File: config.mk
export PLATFORM = sky130hd
export DESIGN_NAME = busy_pid_pstate_governor_flat
export DESIGN_NICKNAME = d
export VERILOG_FILES = /design/src/hw/rtl/bpg_pkg.sv /design/src/hw/rtl/bpg_in_if.sv /design/src/hw/rtl/bpg_out_if.sv /design/src/hw/rtl/bpg_cfg.sv /design/src/hw/rtl/bpg_div.sv /design/src/hw/rtl/busy_pid_pstate_governor.sv /design/src/flat_wrapper.sv
export SDC_FILE = /design/constraint.sdc
export NUM_CORES = 2
export LEC_CHECK = 0
export ABC_AREA = 0
export BUFFER_PORTS_ARGS = -buffer_cell sky130_fd_sc_hd__buf_2
export CORE_ASPECT_RATIO = 1.4
export CORE_MARGIN = 2
export CORE_UTILIZATION = 45
export CTS_CLUSTER_SIZE = 8
export DETAILED_ROUTE_END_ITERATION = 8
export SYNTH_ARGS = -nofsm -noshare
export SYNTH_HDL_FRONTEND = slang
export SYNTH_SLANG_ARGS = --single-unit
export TNS_END_PERCENT = 1
File: constraint.sdc
create_clock -name clk -period 13.74 [get_ports clk]
set_input_delay 0.687 -clock clk [delete_from_list [all_inputs] [get_ports clk]]
set_output_delay 0.687 -clock clk [all_outputs]
set_load 0.02 [all_outputs]
File: src/hw/rtl/bpg_pkg.sv
package bpg_pkg;

	localparam int unsigned FRACTION_BITS = 8;
	localparam int unsigned CNT_W = 64;
	localparam int unsigned NUM_W = CNT_W + 7 + FRACTION_BITS;
	localparam int unsigned ITER_W = $clog2(NUM_W + 1);
	localparam int unsigned RATIO_W = 8 + FRACTION_BITS;
	localparam int unsigned ERR_W = 33;
	localparam int unsigned PERR_W = 32;
	localparam int unsigned INTEG_W = 14;
	localparam int unsigned ACC_W = 40;
	localparam int unsigned MA_W = 42;
	localparam int unsigned MB_W = 18;
	localparam int unsigned MP_W = MA_W + MB_W;
	localparam int unsigned TGT_W = 42;
	localparam int unsigned INTEG_LIMIT = 30 << FRACTION_BITS;
	localparam int unsigned FLOOR_RUN = 5;
	localparam int unsigned FREQ_MUL = 1000;
	localparam int unsigned PCT = 100;
	localparam int unsigned ADDR_W = 5;

	typedef enum logic [2:0] {
		REG_SETPOINT = 3'd0,
		REG_DEADBAND = 3'd1,
		REG_P_GAIN   = 3'd2,
		REG_I_GAIN   = 3'd3,
		REG_D_GAIN   = 3'd4,
		REG_MIN      = 3'd5,
		REG_MAX      = 3'd6,
		REG_BOUNDS   = 3'd7
	} reg_idx_t;

	typedef struct packed {
		logic [6:0]  setpoint;
		logic [6:0]  deadband;
		logic [8:0]  p_gain;
		logic [8:0]  i_gain;
		logic [8:0]  d_gain;
		logic [7:0]  min_ratio;
		logic [7:0]  max_ratio;
		logic [15:0] pstate_bounds;
	} cfg_t;

	typedef struct packed {
		logic              start;
		logic [ITER_W-1:0] iters;
	} div_req_t;

	function automatic logic [7:0] clamp_state(logic signed [TGT_W-1:0] t,
			logic [15:0] b);
		logic signed [TGT_W-1:0] lo;
		logic signed [TGT_W-1:0] hi;
		logic signed [TGT_W-1:0] v;
		lo = signed'({{(TGT_W-8){1'b0}}, b[7:0]});
		hi = signed'({{(TGT_W-8){1'b0}}, b[15:8]});
		v = t;
		if (v < lo) v = lo;
		if (v > hi) v = hi;
		return v[7:0];
	endfunction

endpackage

File: src/hw/rtl/bpg_in_if.sv
interface bpg_in_if;
	logic        valid;
	logic        ready;
	logic [63:0] actual_count;
	logic [63:0] reference_count;

	modport source (output valid, output actual_count, output reference_count, input ready);
	modport sink (input valid, input actual_count, input reference_count, output ready);
endinterface

File: src/hw/rtl/bpg_out_if.sv
interface bpg_out_if;
	logic        valid;
	logic        ready;
	logic [7:0]  new_pstate;
	logic        pstate_changed;
	logic [31:0] freq_khz;
	logic        sample_error;

	modport source (output valid, output new_pstate, output pstate_changed,
		output freq_khz, output sample_error, input ready);
	modport sink (input valid, input new_pstate, input pstate_changed,
		input freq_khz, input sample_error, output ready);
endinterface

File: src/hw/rtl/bpg_cfg.sv
module bpg_cfg (
	input  logic                      clk,
	input  logic                      arst_n,
	input  logic                      psel,
	input  logic                      penable,
	input  logic                      pwrite,
	input  logic [bpg_pkg::ADDR_W-1:0] paddr,
	input  logic [31:0]               pwdata,
	output logic [31:0]               prdata,
	output logic                      pready,
	output bpg_pkg::cfg_t             cfg
);
	bpg_pkg::cfg_t cfg_q;
	bpg_pkg::reg_idx_t idx;

	assign idx = bpg_pkg::reg_idx_t'(paddr[bpg_pkg::ADDR_W-1:2]);
	assign pready = 1'b1;
	assign cfg = cfg_q;

	always_ff @(posedge clk or negedge arst_n) begin
		if (!arst_n) begin
			cfg_q.setpoint <= 7'd97;
			cfg_q.deadband <= 7'd0;
			cfg_q.p_gain <= 9'd51;
			cfg_q.i_gain <= 9'd0;
			cfg_q.d_gain <= 9'd0;
			cfg_q.min_ratio <= 8'd16;
			cfg_q.max_ratio <= 8'd34;
			cfg_q.pstate_bounds <= 16'd8720;
		end else if (psel && penable && pwrite) begin
			unique case (idx)
				bpg_pkg::REG_SETPOINT: cfg_q.setpoint <= pwdata[6:0];
				bpg_pkg::REG_DEADBAND: cfg_q.deadband <= pwdata[6:0];
				bpg_pkg::REG_P_GAIN:   cfg_q.p_gain <= pwdata[8:0];
				bpg_pkg::REG_I_GAIN:   cfg_q.i_gain <= pwdata[8:0];
				bpg_pkg::REG_D_GAIN:   cfg_q.d_gain <= pwdata[8:0];
				bpg_pkg::REG_MIN:      cfg_q.min_ratio <= pwdata[7:0];
				bpg_pkg::REG_MAX:      cfg_q.max_ratio <= pwdata[7:0];
				bpg_pkg::REG_BOUNDS:   cfg_q.pstate_bounds <= pwdata[15:0];
			endcase
		end
	end

	always_comb begin
		unique case (idx)
			bpg_pkg::REG_SETPOINT: prdata = {25'd0, cfg_q.setpoint};
			bpg_pkg::REG_DEADBAND: prdata = {25'd0, cfg_q.deadband};
			bpg_pkg::REG_P_GAIN:   prdata = {23'd0, cfg_q.p_gain};
			bpg_pkg::REG_I_GAIN:   prdata = {23'd0, cfg_q.i_gain};
			bpg_pkg::REG_D_GAIN:   prdata = {23'd0, cfg_q.d_gain};
			bpg_pkg::REG_MIN:      prdata = {24'd0, cfg_q.min_ratio};
			bpg_pkg::REG_MAX:      prdata = {24'd0, cfg_q.max_ratio};
			bpg_pkg::REG_BOUNDS:   prdata = {16'd0, cfg_q.pstate_bounds};
		endcase
	end
endmodule

File: src/hw/rtl/bpg_div.sv
module bpg_div (
	input  logic                       clk,
	input  logic                       arst_n,
	input  bpg_pkg::div_req_t          req,
	input  logic [bpg_pkg::NUM_W-1:0]  dividend,
	input  logic [bpg_pkg::CNT_W-1:0]  divisor,
	output logic                       busy,
	output logic [31:0]                quotient
);
	logic [bpg_pkg::ITER_W-1:0] cnt_q;
	logic [bpg_pkg::NUM_W-1:0]  num_q;
	logic [bpg_pkg::CNT_W-1:0]  den_q;
	logic [bpg_pkg::CNT_W-1:0]  rem_q;
	logic [31:0]                quo_q;
	logic                       over_q;
	logic [bpg_pkg::CNT_W:0]    remx;
	logic                       ge;

	// dividend is left-aligned: one bit enters the remainder per step
	assign remx = {rem_q, num_q[bpg_pkg::NUM_W-1]};
	assign ge = remx >= {1'b0, den_q};
	assign busy = cnt_q != '0;
	assign quotient = over_q ? 32'hFFFF_FFFF : quo_q;

	always_ff @(posedge clk or negedge arst_n) begin
		if (!arst_n) begin
			cnt_q <= '0;
		end else if (req.start) begin
			cnt_q <= req.iters;
		end else if (busy) begin
			cnt_q <= cnt_q - 1'b1;
		end
	end

	always_ff @(posedge clk) begin
		if (req.start) begin
			num_q <= dividend;
			den_q <= divisor;
			rem_q <= '0;
			quo_q <= '0;
			over_q <= 1'b0;
		end else if (busy) begin
			num_q <= {num_q[bpg_pkg::NUM_W-2:0], 1'b0};
			rem_q <= ge ? remx[bpg_pkg::CNT_W-1:0] - den_q : remx[bpg_pkg::CNT_W-1:0];
			quo_q <= {quo_q[30:0], ge};
			over_q <= over_q | quo_q[31];
		end
	end
endmodule

File: src/hw/rtl/busy_pid_pstate_governor.sv
// Busy-driven performance-state governor with PID control.
// The shared bit-serial divider dominates the time from input accept to result valid;
// priming or a zero reference delta skips it, and inside the deadband the PID steps are skipped.
// Input is not ready while an item is worked; the next item waits for the last result.
// Reset: arst_n clears controller state; the first item primes counters and moves to max.
// Configuration registers return to their documented defaults on reset.
module busy_pid_pstate_governor (
	input  logic                        clk,
	input  logic                        arst_n,
	bpg_in_if.sink                      in_ch,
	bpg_out_if.source                   out_ch,
	input  logic                        psel,
	input  logic                        penable,
	input  logic                        pwrite,
	input  logic [bpg_pkg::ADDR_W-1:0]  paddr,
	input  logic [31:0]                 pwdata,
	output logic [31:0]                 prdata,
	output logic                        pready
);
	localparam int unsigned F = bpg_pkg::FRACTION_BITS;

	typedef enum logic [3:0] {
		S_IDLE, S_CHECK, S_DIVB, S_RSTART, S_DIVR, S_FREQ1, S_FREQ2, S_SCALE,
		S_ERR, S_P, S_D, S_I, S_APPLY, S_FLOOR, S_OUT
	} state_t;

	bpg_pkg::cfg_t cfg;
	state_t state_q;

	logic [63:0] prev_a_q, prev_r_q, da_q, dr_q;
	logic [7:0]  cur_q;
	logic signed [bpg_pkg::INTEG_W-1:0] integ_q;
	logic signed [bpg_pkg::PERR_W-1:0]  perr_q;
	logic [2:0]  frun_q;
	logic        primed_q;
	logic [31:0] core_q;
	logic [bpg_pkg::RATIO_W-1:0] ratio_q;
	logic [39:0] t_q;
	logic [31:0] freq_q;
	logic [30:0] scaled_q;
	logic signed [bpg_pkg::ERR_W-1:0] err_q;
	logic signed [bpg_pkg::ACC_W-1:0] acc_q;
	logic        chg_q, serr_q;
	logic        ov_q;
	logic [7:0]  o_state_q;
	logic        o_chg_q, o_serr_q;
	logic [31:0] o_freq_q;

	bpg_pkg::div_req_t div_req;
	logic [bpg_pkg::NUM_W-1:0] div_num;
	logic [63:0] div_den;
	logic        div_busy;
	logic [31:0] div_quo;

	logic signed [bpg_pkg::MA_W-1:0] mul_a;
	logic signed [bpg_pkg::MB_W-1:0] mul_b;
	logic signed [bpg_pkg::MP_W-1:0] prod, prod_sh;

	logic signed [bpg_pkg::ERR_W-1:0] err_c;
	logic [bpg_pkg::ERR_W-1:0] mag_c;
	logic signed [bpg_pkg::ERR_W:0] diff_c;
	logic signed [bpg_pkg::ERR_W:0] isum_c;
	logic signed [bpg_pkg::ACC_W-1:0] ctl_c;
	logic signed [bpg_pkg::TGT_W-1:0] tgt_c;
	logic [7:0]  new_c, max_c;
	logic [2:0]  frun_n;
	logic [70:0] da100;

	bpg_cfg u_cfg (
		.clk(clk), .arst_n(arst_n), .psel(psel), .penable(penable), .pwrite(pwrite),
		.paddr(paddr), .pwdata(pwdata), .prdata(prdata), .pready(pready), .cfg(cfg)
	);

	bpg_div u_div (
		.clk(clk), .arst_n(arst_n), .req(div_req), .dividend(div_num),
		.divisor(div_den), .busy(div_busy), .quotient(div_quo)
	);

	assign in_ch.ready = state_q == S_IDLE;
	assign out_ch.valid = ov_q;
	assign out_ch.new_pstate = o_state_q;
	assign out_ch.pstate_changed = o_chg_q;
	assign out_ch.freq_khz = o_freq_q;
	assign out_ch.sample_error = o_serr_q;

	// da*100 as shifts and adds
	assign da100 = {1'b0, da_q, 6'd0} + {2'b0, da_q, 5'd0} + {5'b0, da_q, 2'd0};

	always_comb begin
		div_req.start = 1'b0;
		div_req.iters = bpg_pkg::ITER_W'(bpg_pkg::NUM_W);
		div_num = {da100, {F{1'b0}}};
		div_den = dr_q;
		if (state_q == S_CHECK && primed_q && dr_q != '0) begin
			div_req.start = 1'b1;
		end else if (state_q == S_RSTART) begin
			div_req.start = 1'b1;
			div_req.iters = bpg_pkg::ITER_W'(bpg_pkg::RATIO_W);
			div_num = {cfg.max_ratio, {F{1'b0}}, {(bpg_pkg::NUM_W-bpg_pkg::RATIO_W){1'b0}}};
			div_den = {56'd0, (cur_q == 8'd0) ? 8'd1 : cur_q};
		end
	end

	assign diff_c = {err_q[bpg_pkg::ERR_W-1], err_q}
		- {{(bpg_pkg::ERR_W+1-bpg_pkg::PERR_W){perr_q[bpg_pkg::PERR_W-1]}}, perr_q};

	always_comb begin
		mul_a = '0;
		mul_b = '0;
		unique case (state_q)
			S_FREQ1: begin
				mul_a = signed'({10'd0, core_q});
				mul_b = signed'({10'd0, cfg.max_ratio});
			end
			S_FREQ2: begin
				mul_a = signed'({2'd0, t_q});
				mul_b = bpg_pkg::MB_W'(bpg_pkg::FREQ_MUL);
			end
			S_SCALE: begin
				mul_a = signed'({10'd0, core_q});
				mul_b = signed'({{(bpg_pkg::MB_W-bpg_pkg::RATIO_W){1'b0}}, ratio_q});
			end
			S_P: begin
				mul_a = {{(bpg_pkg::MA_W-bpg_pkg::ERR_W){err_q[bpg_pkg::ERR_W-1]}}, err_q};
				mul_b = signed'({9'd0, cfg.p_gain});
			end
			S_D: begin
				mul_a = {{(bpg_pkg::MA_W-bpg_pkg::ERR_W-1){diff_c[bpg_pkg::ERR_W]}}, diff_c};
				mul_b = signed'({9'd0, cfg.d_gain});
			end
			S_I: begin
				mul_a = {{(bpg_pkg::MA_W-bpg_pkg::INTEG_W){integ_q[bpg_pkg::INTEG_W-1]}},
					integ_q};
				mul_b = signed'({9'd0, cfg.i_gain});
			end
			default: begin
				mul_a = '0;
				mul_b = '0;
			end
		endcase
	end

	assign prod = mul_a * mul_b;
	assign prod_sh = prod >>> F;

	assign err_c = signed'({{(bpg_pkg::ERR_W-7-F){1'b0}}, cfg.setpoint, {F{1'b0}}})
		- signed'({2'b0, scaled_q});
	assign mag_c = err_c[bpg_pkg::ERR_W-1] ? unsigned'(-err_c) : unsigned'(err_c);
	assign isum_c = {{(bpg_pkg::ERR_W+1-bpg_pkg::INTEG_W){integ_q[bpg_pkg::INTEG_W-1]}},
		integ_q} + {err_q[bpg_pkg::ERR_W-1], err_q};
	assign ctl_c = acc_q >>> F;
	assign tgt_c = signed'({{(bpg_pkg::TGT_W-8){1'b0}}, cur_q})
		- {{(bpg_pkg::TGT_W-bpg_pkg::ACC_W){ctl_c[bpg_pkg::ACC_W-1]}}, ctl_c};
	assign new_c = bpg_pkg::clamp_state(tgt_c, cfg.pstate_bounds);
	assign max_c = bpg_pkg::clamp_state(
		signed'({{(bpg_pkg::TGT_W-8){1'b0}}, cfg.max_ratio}), cfg.pstate_bounds);
	assign frun_n = frun_q + 3'd1;

	always_ff @(posedge clk or negedge arst_n) begin
		if (!arst_n) begin
			state_q <= S_IDLE;
			prev_a_q <= '0;
			prev_r_q <= '0;
			cur_q <= '0;
			integ_q <= '0;
			perr_q <= '0;
			frun_q <= '0;
			primed_q <= 1'b0;
			ov_q <= 1'b0;
		end else begin
			// drop the result once taken, unless a new one is loaded below
			if (ov_q && out_ch.ready && state_q != S_OUT) ov_q <= 1'b0;
			unique case (state_q)
				S_IDLE: begin
					if (in_ch.valid) begin
						da_q <= in_ch.actual_count - prev_a_q;
						dr_q <= in_ch.reference_count - prev_r_q;
						prev_a_q <= in_ch.actual_count;
						prev_r_q <= in_ch.reference_count;
						state_q <= S_CHECK;
					end
				end
				S_CHECK: begin
					freq_q <= '0;
					if (!primed_q) begin
						primed_q <= 1'b1;
						chg_q <= max_c != cur_q;
						serr_q <= 1'b0;
						cur_q <= max_c;
						integ_q <= '0;
						perr_q <= signed'({25'd0, cfg.setpoint})
							- bpg_pkg::PERR_W'(bpg_pkg::PCT);
						frun_q <= '0;
						state_q <= S_OUT;
					end else if (dr_q == '0) begin
						chg_q <= 1'b0;
						serr_q <= 1'b1;
						state_q <= S_OUT;
					end else begin
						chg_q <= 1'b0;
						serr_q <= 1'b0;
						state_q <= S_DIVB;
					end
				end
				S_DIVB: begin
					if (!div_busy) begin
						core_q <= div_quo;
						state_q <= S_RSTART;
					end
				end
				S_RSTART: state_q <= S_DIVR;
				S_DIVR: begin
					if (!div_busy) begin
						ratio_q <= div_quo[bpg_pkg::RATIO_W-1:0];
						state_q <= S_FREQ1;
					end
				end
				S_FREQ1: begin
					t_q <= prod[39:0];
					state_q <= S_FREQ2;
				end
				S_FREQ2: begin
					freq_q <= (|prod_sh[bpg_pkg::MP_W-1:32]) ? 32'hFFFF_FFFF : prod_sh[31:0];
					state_q <= S_SCALE;
				end
				S_SCALE: begin
					scaled_q <= (|prod_sh[bpg_pkg::MP_W-1:31]) ? 31'h7FFF_FFFF : prod_sh[30:0];
					state_q <= S_ERR;
				end
				S_ERR: begin
					err_q <= err_c;
					acc_q <= '0;
					// inside the deadband: no control action, PID state held
					if (mag_c <= {{(bpg_pkg::ERR_W-7-F){1'b0}}, cfg.deadband, {F{1'b0}}})
						state_q <= S_APPLY;
					else
						state_q <= S_P;
				end
				S_P: begin
					acc_q <= acc_q + prod_sh[bpg_pkg::ACC_W-1:0];
					if (isum_c > signed'((bpg_pkg::ERR_W+1)'(bpg_pkg::INTEG_LIMIT)))
						integ_q <= bpg_pkg::INTEG_W'(bpg_pkg::INTEG_LIMIT);
					else if (isum_c < -signed'((bpg_pkg::ERR_W+1)'(bpg_pkg::INTEG_LIMIT)))
						integ_q <= -bpg_pkg::INTEG_W'(bpg_pkg::INTEG_LIMIT);
					else
						integ_q <= isum_c[bpg_pkg::INTEG_W-1:0];
					state_q <= S_D;
				end
				S_D: begin
					acc_q <= acc_q + prod_sh[bpg_pkg::ACC_W-1:0];
					perr_q <= err_q[bpg_pkg::PERR_W-1:0];
					state_q <= S_I;
				end
				S_I: begin
					acc_q <= acc_q + prod_sh[bpg_pkg::ACC_W-1:0];
					state_q <= S_APPLY;
				end
				S_APPLY: begin
					if (new_c != cur_q) chg_q <= 1'b1;
					cur_q <= new_c;
					state_q <= S_FLOOR;
				end
				S_FLOOR: begin
					if (cur_q == cfg.min_ratio) begin
						if (frun_n >= 3'(bpg_pkg::FLOOR_RUN)) begin
							frun_q <= '0;
							if (max_c != cur_q) chg_q <= 1'b1;
							cur_q <= max_c;
						end else begin
							frun_q <= frun_n;
						end
					end else begin
						frun_q <= '0;
					end
					state_q <= S_OUT;
				end
				S_OUT: begin
					if (!ov_q || out_ch.ready) begin
						ov_q <= 1'b1;
						o_state_q <= cur_q;
						o_chg_q <= chg_q;
						o_freq_q <= freq_q;
						o_serr_q <= serr_q;
						state_q <= S_IDLE;
					end
				end
				default: state_q <= S_IDLE;
			endcase
		end
	end
endmodule

File: src/flat_wrapper.sv
// flat-port wrapper written by rule: the top's interface ports become plain ports
module busy_pid_pstate_governor_flat 
  (clk, arst_n, psel, penable, pwrite, paddr, pwdata, prdata, pready, in_ch_valid, in_ch_actual_count, in_ch_reference_count, in_ch_ready, out_ch_valid, out_ch_new_pstate, out_ch_pstate_changed, out_ch_freq_khz, out_ch_sample_error, out_ch_ready);
  bpg_in_if in_ch_i ();
  bpg_out_if out_ch_i ();
  input  logic clk;
  input  logic arst_n;
  input  logic psel;
  input  logic penable;
  input  logic pwrite;
  input  logic [bpg_pkg::ADDR_W-1:0] paddr;
  input  logic [31:0] pwdata;
  output logic [31:0] prdata;
  output logic pready;
  input wire logic [$bits(in_ch_i.valid)-1:0] in_ch_valid;
  input wire logic [$bits(in_ch_i.actual_count)-1:0] in_ch_actual_count;
  input wire logic [$bits(in_ch_i.reference_count)-1:0] in_ch_reference_count;
  output wire logic [$bits(in_ch_i.ready)-1:0] in_ch_ready;
  output wire logic [$bits(out_ch_i.valid)-1:0] out_ch_valid;
  output wire logic [$bits(out_ch_i.new_pstate)-1:0] out_ch_new_pstate;
  output wire logic [$bits(out_ch_i.pstate_changed)-1:0] out_ch_pstate_changed;
  output wire logic [$bits(out_ch_i.freq_khz)-1:0] out_ch_freq_khz;
  output wire logic [$bits(out_ch_i.sample_error)-1:0] out_ch_sample_error;
  input wire logic [$bits(out_ch_i.ready)-1:0] out_ch_ready;
  assign in_ch_i.valid = in_ch_valid;
  assign in_ch_i.actual_count = in_ch_actual_count;
  assign in_ch_i.reference_count = in_ch_reference_count;
  assign in_ch_ready = in_ch_i.ready;
  assign out_ch_valid = out_ch_i.valid;
  assign out_ch_new_pstate = out_ch_i.new_pstate;
  assign out_ch_pstate_changed = out_ch_i.pstate_changed;
  assign out_ch_freq_khz = out_ch_i.freq_khz;
  assign out_ch_sample_error = out_ch_i.sample_error;
  assign out_ch_i.ready = out_ch_ready;
  busy_pid_pstate_governor u_core (.clk(clk), .arst_n(arst_n), .in_ch(in_ch_i), .out_ch(out_ch_i), .psel(psel), .penable(penable), .pwrite(pwrite), .paddr(paddr), .pwdata(pwdata), .prdata(prdata), .pready(pready));
endmodule
==> impl_metrics.csv <==
group,metric,value,unit
place,port_buffers,213,
floorplanning,core,183200,um2
yosys,synth-seq-cells,896,
setup_path,crit_required,14.25,ns
timing,period_needed,12.92,ns
power_and_ir_drop,p_comb_frac,0.671,
global_routing,grt_pass1_wl,390200,um
yosys,yosysUniqueCellTypes,98,
timing,worst_slew_pin_slew,1.204,ns
setup_path,crit_path_frequent_cell,"fa_1",
timing,finalHoldViolCount,0,
finish,drive_gt1_frac,0.09089,
clock_network,path_clk_slew,0.05,ns
global_routing,grt_use_total,0.2675,
clock_network,clock_path_buffers,3,
global_routing,antenna_found_initial,20,
global_routing,grt_max_degree,84,
power_and_ir_drop,p_int,11.66,mW
floorplanning,die_area,187500,um2
clock_network,htree_levels,4,
clock_network,cts_sinks,896,
clock_network,postCtsSetupRepairBufs,0,
detailed_routing,route.detailed.drc,0,
floorplanning,num_rows,186,
yosys,netlist_instances,8985,
yosys,synth-edff-count,528,
global_routing,grt_pass1_vias,68050,
setup_path,regToRegStartpoint,"u_core.err_q[1]",
finish,syn2layout_area_growth,10.04,%
setup_path,cp-startpoint,"u_core.err_q[1]",
finish,stdcell_count,11730,
timing,timing.final.crit_share,0.9407,
place,hpwlAfterDp,201500,um
finish,fin_util,0.4975,
detailed_routing,viasPerCell,5.649,
power_and_ir_drop,switching_share,0.4989,
floorplanning,io_pins,249,
timing,final-setup-viol-count,0,
yosys,syn_area_per_cell,9.216,um2
clock_network,root_buffer,"clkbuf_16",
timing,skew,0.07696,ns
clock_network,cts_resized,0,
setup_path,cpMaxStageDelayCell,"nor4_1",
setup_path,critPathCaptureType,"register",
floorplanning,die_h,511.6,um
flow_run,drv_cap,0,
clock_network,numCtsBuffers,133,
floorplanning,fp.dieW,366.5,um
detailed_routing,wl_per_cell,21.46,um
yosys,synthesis.area,82800,um2
yosys,ys_seq_area_frac,0.2970,
setup_path,critPathKind,"reg2reg",
timing,drv_slew,0,
power_and_ir_drop,p_leak,40.48,nW
detailed_routing,first_pass_iters,6,
timing,rsz0062_at_grt,"no",
timing,slew_headroom,0.1976,
clock_network,ctsHoldBuffers,1,
clock_network,cts_tree,"built",
detailed_routing,ant_nets,0,
place,routabilityCongestion,0.9676,
detailed_routing,wl,251800,um
finish,finalNetCount,10590,
setup_path,r2r-end,"u_core.acc_q[39]",
yosys,yosysWarnings,0,
timing,tns,0,ns
power_and_ir_drop,peakVddDrop,0.0001803,V
power_and_ir_drop,powerDensity,255.4,nW/um2
detailed_routing,routed-via-count,66290,
power_and_ir_drop,switchingPower,11.61,mW
clock_network,clock_latency,0.81,ns
setup_path,endpoint,"u_core.acc_q[39]",
yosys,async_flop_share,0.3025,
setup_path,cpPeakStageDelay,0.79,ns
hold_path,min_path_type,"in2reg",
global_routing,grt_overflow,0,
timing,fmax,0.07737,GHz
setup_path,worst-r2r-cell-count,41,
setup_path,path_max_fanout,29,
yosys,synth-main-ff-cell,"edfxtp_1",
setup_path,critPathLaunchType,"register",
power_and_ir_drop,power_frac_clock,0.139,
status,status,"finished, final reports clean",
setup_path,arrival,13.43,ns
power_and_ir_drop,p_seq_frac,0.191,
floorplanning,start_util,0.4521,
detailed_routing,first_iter_violations,4654,
setup_path,r2r_setup_slack,0.82,ns
place,dp.cells,11480,
[layout make-up]
type,count,area (um2)
clock buffers,227,3722
inverters,1195,4488
flip-flops and latches,896,24590
multi-input cells,6594,52680
clock inverters,18,414.1
well taps,2444,3058
repair buffers,356,2152
fillers,17290,92030
diodes,4,10.01
[cells by family (layout without fill, tap and decap cells)]
logic type      Yosys count  after routing  synth area share
simple gates           2529           2529            0.1432
fa+ha+maj              1244           1244            0.2503
xor+xnor                431            431           0.04559
other cells               2             83        0.00009070
buf+inv                1572           1796           0.07234
compound gates         2095           2095            0.1623
flops                   896            896            0.2970
mux                     216            216           0.02921
[worst min path at each step]
| stage | start | end | slack (ns) | cells after the start |
|---|---|---|---|---|
| 6_report | pwdata[12] | u_core.u_cfg.cfg[12] | 0.1 | 3 |
| 5_1_grt | pwdata[12] | u_core.u_cfg.cfg[12] | 0.09 | 3 |
| 2_1_floorplan | arst_n | u_core.cur_q[0] | 0.39 | 0 |
| 3_5_place_dp | u_core.freq_q[26] | u_core.out_ch.freq_khz[26] | 0.40 | 0 |
| 3_3_place_gp | u_core.freq_q[25] | u_core.out_ch.freq_khz[25] | 0.40 | 0 |
| 4_1_cts | pwdata[12] | u_core.u_cfg.cfg[12] | 0.04 | 3 |
[worst max-delay path: cells and delay by family (launching register included)]
family | cells | cell delay, ns
buf+inv | 7 | 0.80
compound gates | 16 | 4.18
xor+xnor | 2 | 0.75
simple gates | 7 | 1.96
flops | 1 | 0.60
fa+ha+maj | 9 | 4.33
[cell usage after synthesis (all sizes together) (138+ instances only)]
cell type     n  share of area
a21o        239          0.022
nor3        138         0.0084
xnor2       239          0.025
nor2        630          0.029
mux2        185          0.025
edfxtp      528           0.19
xor2        192          0.020
inv        1193          0.054
nand3       189          0.011
fa          687           0.17
o21ai       487          0.029
nand2       890          0.040
dfrtp       258          0.078
ha          557          0.084
a21oi       573          0.035
clkbuf      324          0.015
[layout by cell type (no fill, tap or decap), types with 187 or more instances in the layout]
master,instances
nand3_1,187
buf_2,212
ha_1,557
edfxtp_1,528
nand2_1,889
xnor2_1,239
xor2_1,192
a21oi_1,573
nor2_1,620
fa_1,687
dfrtp_1,258
inv_1,1190
a21o_1,239
o21ai_0,479
[flip-flops by register name, summed over array words and instances, names as in the netlist, 40 cells and up]
register and count:
u_core.da_q 64, u_core.u_div.rem_q 64, u_core.u_div.num_q 69, u_core.prev_r_q 64
u_core.acc_q 40, u_core.prev_a_q 64, u_core.t_q 40, u_core.u_div.den_q 64
u_core.u_cfg.cfg 73, u_core.dr_q 64
[routing by layer]
layer / part of all wire / vias up / GRT usage
li1: - / 31230 / -
met1: 0.39 / 32450 / 0.3084
met2: 0.50 / 1961 / 0.4730
met3: 0.056 / 615 / 0.04439
met4: 0.061 / 34 / 0.1421
met5: 0.00089 / - / 0
[metrics by stage]
step                      setup slack [ns]  power (mW)  cell area (um2)  hold WS (ns)
after floorplan                      3.133       15.24            83090        0.3914
after global placement               1.182       19.74            86960        0.4010
after detailed placement             1.117       19.92            86960        0.4045
after CTS                            1.028       23.28            91110       0.03542
after global routing                0.2047       25.21            91110       0.09159
final                               0.8154       23.27            91120       0.09813
[power by group through the flow]
stage / Sequential (mW) / Combinational (mW) / Clock [mW]
after global routing: 4.52 / 17.3 / 3.41
final: 4.43 / 15.6 / 3.23
after floorplan: 4.29 / 11.0 / 0
after global placement: 4.45 / 15.3 / 0
after CTS: 4.43 / 15.5 / 3.30
after detailed placement: 4.47 / 15.4 / 0
(Power assumes the default switching activity.)
